==> src/rtl/front_middle_back_queue_assert.svh <==
// ---------------------------------------------------------------------------
// Assertion macros for the front/middle/back queue
// Concurrent assertion wrappers that are removed in synthesis builds.
// ---------------------------------------------------------------------------
`ifndef FRONT_MIDDLE_BACK_QUEUE_ASSERT_SVH
`define FRONT_MIDDLE_BACK_QUEUE_ASSERT_SVH

`ifndef SYNTHESIS
`define FMBQ_ASSERT(name, clk, rstn, prop, msg) \
  name: assert property (@(posedge clk) disable iff (!(rstn)) (prop)) else $error(msg);
`define FMBQ_ASSERT_ALWAYS(name, clk, prop, msg) \
  name: assert property (@(posedge clk) (prop)) else $error(msg);
`else
`define FMBQ_ASSERT(name, clk, rstn, prop, msg)
`define FMBQ_ASSERT_ALWAYS(name, clk, prop, msg)
`endif

`endif

==> src/rtl/fmbq_pkg.sv <==
// ---------------------------------------------------------------------------
// fmbq_pkg
// Shared types and constants of the front/middle/back queue.
// ---------------------------------------------------------------------------
`timescale 1ns / 1ps
`default_nettype none

package fmbq_pkg;

  localparam int DEPTH_DEF   = 1024;
  localparam int CMD_W       = 3;
  localparam int DATA_W      = 32;
  localparam int ST_W        = 2;
  localparam int OCC_W       = 11;
  localparam int IN_TDATA_W  = 40;
  localparam int OUT_TDATA_W = 48;

  localparam logic [DATA_W-1:0] EMPTY_DATA = '1;

  typedef enum logic [CMD_W-1:0] {
    CMD_PUSH_FRONT  = 3'd0,
    CMD_PUSH_MIDDLE = 3'd1,
    CMD_PUSH_BACK   = 3'd2,
    CMD_POP_FRONT   = 3'd3,
    CMD_POP_MIDDLE  = 3'd4,
    CMD_POP_BACK    = 3'd5
  } cmd_t;

  typedef enum logic [ST_W-1:0] {
    ST_OK    = 2'd0,
    ST_EMPTY = 2'd1,
    ST_FULL  = 2'd2
  } status_t;

  typedef enum logic [2:0] {
    S_IDLE,
    S_DECODE,
    S_ISSUE,
    S_CAPTURE,
    S_MOVE,
    S_DRAIN,
    S_COMMIT
  } state_t;

  typedef struct packed {
    logic latch;
    logic decode;
    logic issue;
    logic capture;
    logic move;
    logic commit;
  } ctl_t;

  typedef struct packed {
    logic noop;
    logic pop;
    logic has_moves;
    logic last_move;
    logic out_free;
  } sts_t;

endpackage

`default_nettype wire

==> src/rtl/fmbq_ctrl.sv <==
// ---------------------------------------------------------------------------
// fmbq_ctrl
// Command sequencer of the queue: decode, read, entry moves and commit.
// ---------------------------------------------------------------------------
`timescale 1ns / 1ps
`default_nettype none

module fmbq_ctrl (
  input  wire logic           clk,
  input  wire logic           rst_n,
  input  wire logic           in_tvalid,
  output logic                in_tready,
  input  wire fmbq_pkg::sts_t sts,
  output fmbq_pkg::ctl_t      ctl
);

  fmbq_pkg::state_t state_r;
  fmbq_pkg::state_t state_nxt;

  always_ff @(posedge clk) begin
    if (!rst_n) begin
      state_r <= fmbq_pkg::S_IDLE;
    end else begin
      state_r <= state_nxt;
    end
  end

  always_comb begin
    state_nxt = state_r;
    ctl       = '0;
    in_tready = 1'b0;
    case (state_r)
      fmbq_pkg::S_IDLE: begin
        in_tready = 1'b1;
        if (in_tvalid) begin
          ctl.latch = 1'b1;
          state_nxt = fmbq_pkg::S_DECODE;
        end
      end
      fmbq_pkg::S_DECODE: begin
        ctl.decode = 1'b1;
        state_nxt  = fmbq_pkg::S_ISSUE;
      end
      fmbq_pkg::S_ISSUE: begin
        ctl.issue = 1'b1;
        if (sts.noop) begin
          state_nxt = fmbq_pkg::S_COMMIT;
        end else if (sts.pop) begin
          state_nxt = fmbq_pkg::S_CAPTURE;
        end else if (sts.has_moves) begin
          state_nxt = fmbq_pkg::S_MOVE;
        end else begin
          state_nxt = fmbq_pkg::S_COMMIT;
        end
      end
      fmbq_pkg::S_CAPTURE: begin
        ctl.capture = 1'b1;
        state_nxt   = sts.has_moves ? fmbq_pkg::S_MOVE : fmbq_pkg::S_COMMIT;
      end
      fmbq_pkg::S_MOVE: begin
        ctl.move = 1'b1;
        if (sts.last_move) begin
          state_nxt = fmbq_pkg::S_DRAIN;
        end
      end
      fmbq_pkg::S_DRAIN: begin
        state_nxt = fmbq_pkg::S_COMMIT;
      end
      fmbq_pkg::S_COMMIT: begin
        if (sts.out_free) begin
          ctl.commit = 1'b1;
          state_nxt  = fmbq_pkg::S_IDLE;
        end
      end
      default: begin
        state_nxt = fmbq_pkg::S_IDLE;
      end
    endcase
  end

endmodule

`default_nettype wire

==> config.mk <==
export PLATFORM = sky130hd
export DESIGN_NAME = fmbq_ctrl
export DESIGN_NICKNAME = d
export VERILOG_FILES = /design/src/rtl/front_middle_back_queue_assert.svh /design/src/rtl/fmbq_pkg.sv /design/src/rtl/fmbq_ctrl.sv
export SDC_FILE = /design/constraint.sdc
export NUM_CORES = 1
export LEC_CHECK = 0
export BUFFER_PORTS_ARGS = -buffer_cell sky130_fd_sc_hd__buf_2
export CORE_AREA = 4 4 41 43
export DETAILED_ROUTE_END_ITERATION = 12
export DIE_AREA = 0 0 45 47
export PLACE_DENSITY = 0.52
export SYNTH_ARGS = -nofsm -noshare
export SYNTH_HDL_FRONTEND = slang
export SYNTH_SLANG_ARGS = --single-unit
==> constraint.sdc <==
create_clock -name clk -period 1.2 [get_ports clk]
set_clock_uncertainty 0.05 [all_clocks]
set_input_delay 0.06 -clock clk [delete_from_list [all_inputs] [get_ports clk]]
set_output_delay 0.06 -clock clk [all_outputs]
set_load 0.02 [all_outputs]
==> run_results.csv <==
group,metric,value,unit
clocking,htree_levels,1,
yosys,yosysTopAreaCell,"dfxtp_1",
route,vias,284,
setup_path,critPathMaxFanout,5,
pwr,power.density,1400,nW/um^2
flow_run,drv_cap,0,
yosys,syn-mean-instance-area,10.0,um^2
clocking,clk_latency,0.24,ns
route,wire_per_inst,10.5,um
yosys,muxShareOfSynthArea,0,
sta,fin_crit_sh,0.961,
clocking,cts-root-buf,"clkbuf_4",
sta,slew_headroom,0.810,
yosys,synthSimpleGateAreaFrac,0.361,
sta,max_freq,867,MHz
final_layout,reg_top3,"state_r (3)",
final_layout,final_util,0.357,
sta,setup_viol,0,
clocking,cts.sinks,3,
yosys,synth_seq_cells,3,
yosys,syn-cell-area,270,um^2
setup_path,end_kind,"output pin",
floorplan,start_util,0.208,
pwr,peakVddDrop,808,uV
setup_path,cp.arrival,1.04,ns
clocking,cts_tree,"built",
placement,placed_cell_area,349,um^2
global_route,grt_pass1_vias,262,
run_status,outcome,"completed",
route,drtIter0Drc,6,
yosys,synthTopCellsByArea,"dfxtp_1, o41ai_4, buf_6",
sta,finalHoldViolCount,0,
route,first_pass_iters,4,
sta,period_needed,1.15,ns
final_layout,layout_commonest_cell,"buf_4",
sta,drv_slew,0,
yosys,yosys_warnings,0,
yosys,seq_area_frac_synth,0.222,
final_layout,largest_register_ffs,3,
route,vias_per_cell,4.44,
final_layout,largest_register,"state_r",
yosys,synth_nets,35,
setup_path,path_class,"reg -> out",
global_route,grt_overflow_total,0,
floorplan,die_area,2120,um^2
placement,gp_congestion,0.705,
yosys,synth_compound_area_frac,0.306,
route,drtAntennaViolNets,0,
clocking,numCtsBuffers,3,
setup_path,required,1.09,ns
route,drc,0,
floorplan,ioPinCount,15,
sta,worstMarginPinSlew,0.285,ns
sta,fin_ws,0.0468,ns
sta,rsz0062_at_grt,"yes",
pwr,leakage,0.212,nW
global_route,antenna_found_initial,0,
min_path,worstHoldPathType,"in -> reg",
yosys,synthDistinctLibCells,19,
yosys,syn_inst,27,
global_route,grt_pass1_wl,1100,um
final_layout,layout_common_cells,"buf_4, buf_2, clkbuf_4, buf_6, dfxtp_4",
pwr,p_total,0.649,mW
sta,setup_tns,0,ns
final_layout,finalNetCount,58,
final_layout,n_antenna_cell,0,
placement,io_buffers,14,
yosys,synthXorXnorAreaFrac,0,
floorplan,floorplan.rows,13,
placement,place_ws,0.0353,ns
yosys,synth_top_family_by_area,"simple AND/OR/NAND/NOR gates",
setup_path,startpoint_type,"flop",
final_layout,finalInstanceArea,464,um^2
route,wl,670,um
global_route,grtUsageTotal,0.0742,
final_layout,n_fill_cell,145,
yosys,synth_top_area_frac,0.222,
clocking,clkTransAtPathRegs,0.04,ns
final_layout,layout-drive-gt1-share,0.714,
placement,hpwl,486,um
final_layout,synthToLayoutAreaGrowth,71.8,%
yosys,yosys.area_share.adder,0,
clocking,clk_path_buf_depth,2,
floorplan,core_area,1300,um^2
clocking,cts.hold.buffers_added,0,
global_route,grt_max_degree,12,
floorplan,die_w,45,um
floorplan,die_h,47,um
-- worst max-delay path, cell delays in order (launching register included) --
cell	delay, ns
dfxtp_4	0.37
nor2b_4	0.16
nor2b_1	0.13
buf_4	0.14
-- layout make-up --
cell class | instances | area, um^2 | share of cell area
clock buffer | 4 | 26.3 | 0.0566
multi-input combinational | 21 | 199 | 0.429
sequential | 3 | 71.3 | 0.154
tap | 15 | 18.8 | 0.0404
timing repair buffer | 21 | 149 | 0.321
-- timing repair --
action / in CTS / in global routing
cloned: 0 / 0
pin swaps: 0 / 2
gates resized for setup: 11 / 7
hold endpoints to repair: 0 / 0
setup endpoints to repair: 7 / 6
setup buffers: 1 / 4
-- where the power goes --
part	total (mW)	internal (mW)	switching, mW
clock	0.181	0.125	0.0565
sequential	0.172	0.123	0.0495
combinational	0.295	0.167	0.128
-- metal layers --
| layer | share of wire | up-vias | global-route usage |
|---|---|---|---|
| li1 | - | 144 | - |
| met1 | 0.46 | 129 | 0.0841 |
| met3 | 0.099 | 0 | 0.0613 |
| met2 | 0.44 | 11 | 0.107 |
| met5 | 0 | - | 0 |
| met4 | 0 | 0 | 0.0175 |
-- through the flow --
stage,hold slack (ns),instances
CTS,0.0211,60
global route,0.0151,64
finish,0.0287,64
floorplan,0.129,27
global placement,0.286,55
detailed placement,0.283,55
-- logic make-up (layout without fill, tap and decap cells) --
| kind of cell | after synthesis | count (layout) |
|---|---|---|
| AO/OA/AOI/OAI | 8 | 8 |
| AND/OR/NAND/NOR | 13 | 13 |
| buffers and inverters | 3 | 25 |
| flip-flops | 3 | 3 |
-- cell usage after synthesis --
library cell  instances
nor2_1                1
o211ai_1              1
o2111a_1              1
nand2_1               1
nor2b_4               1
nor3_2                2
o22a_1                1
dfxtp_1               3
and2_1                2
nand2b_1              1
a21oi_1               1
o41ai_4               1
nor3b_1               2
buf_6                 2
nor2b_1               2
o21ai_1               2
o211ai_2              1
buf_4                 1
and4b_1               1
-- worst paths after layout --
kind	start	to	slack (ns)	cells past startpoint
worst max-delay path	state_r[1]	ctl[3]	0.05	3
worst min-delay path	rst_n	state_r[0]	0.03	3
worst max register to register	state_r[1]	state_r[2]	0.07	3
worst min register to register	state_r[2]	state_r[2]	0.50	2
Power figures use the tool's default switching activity.
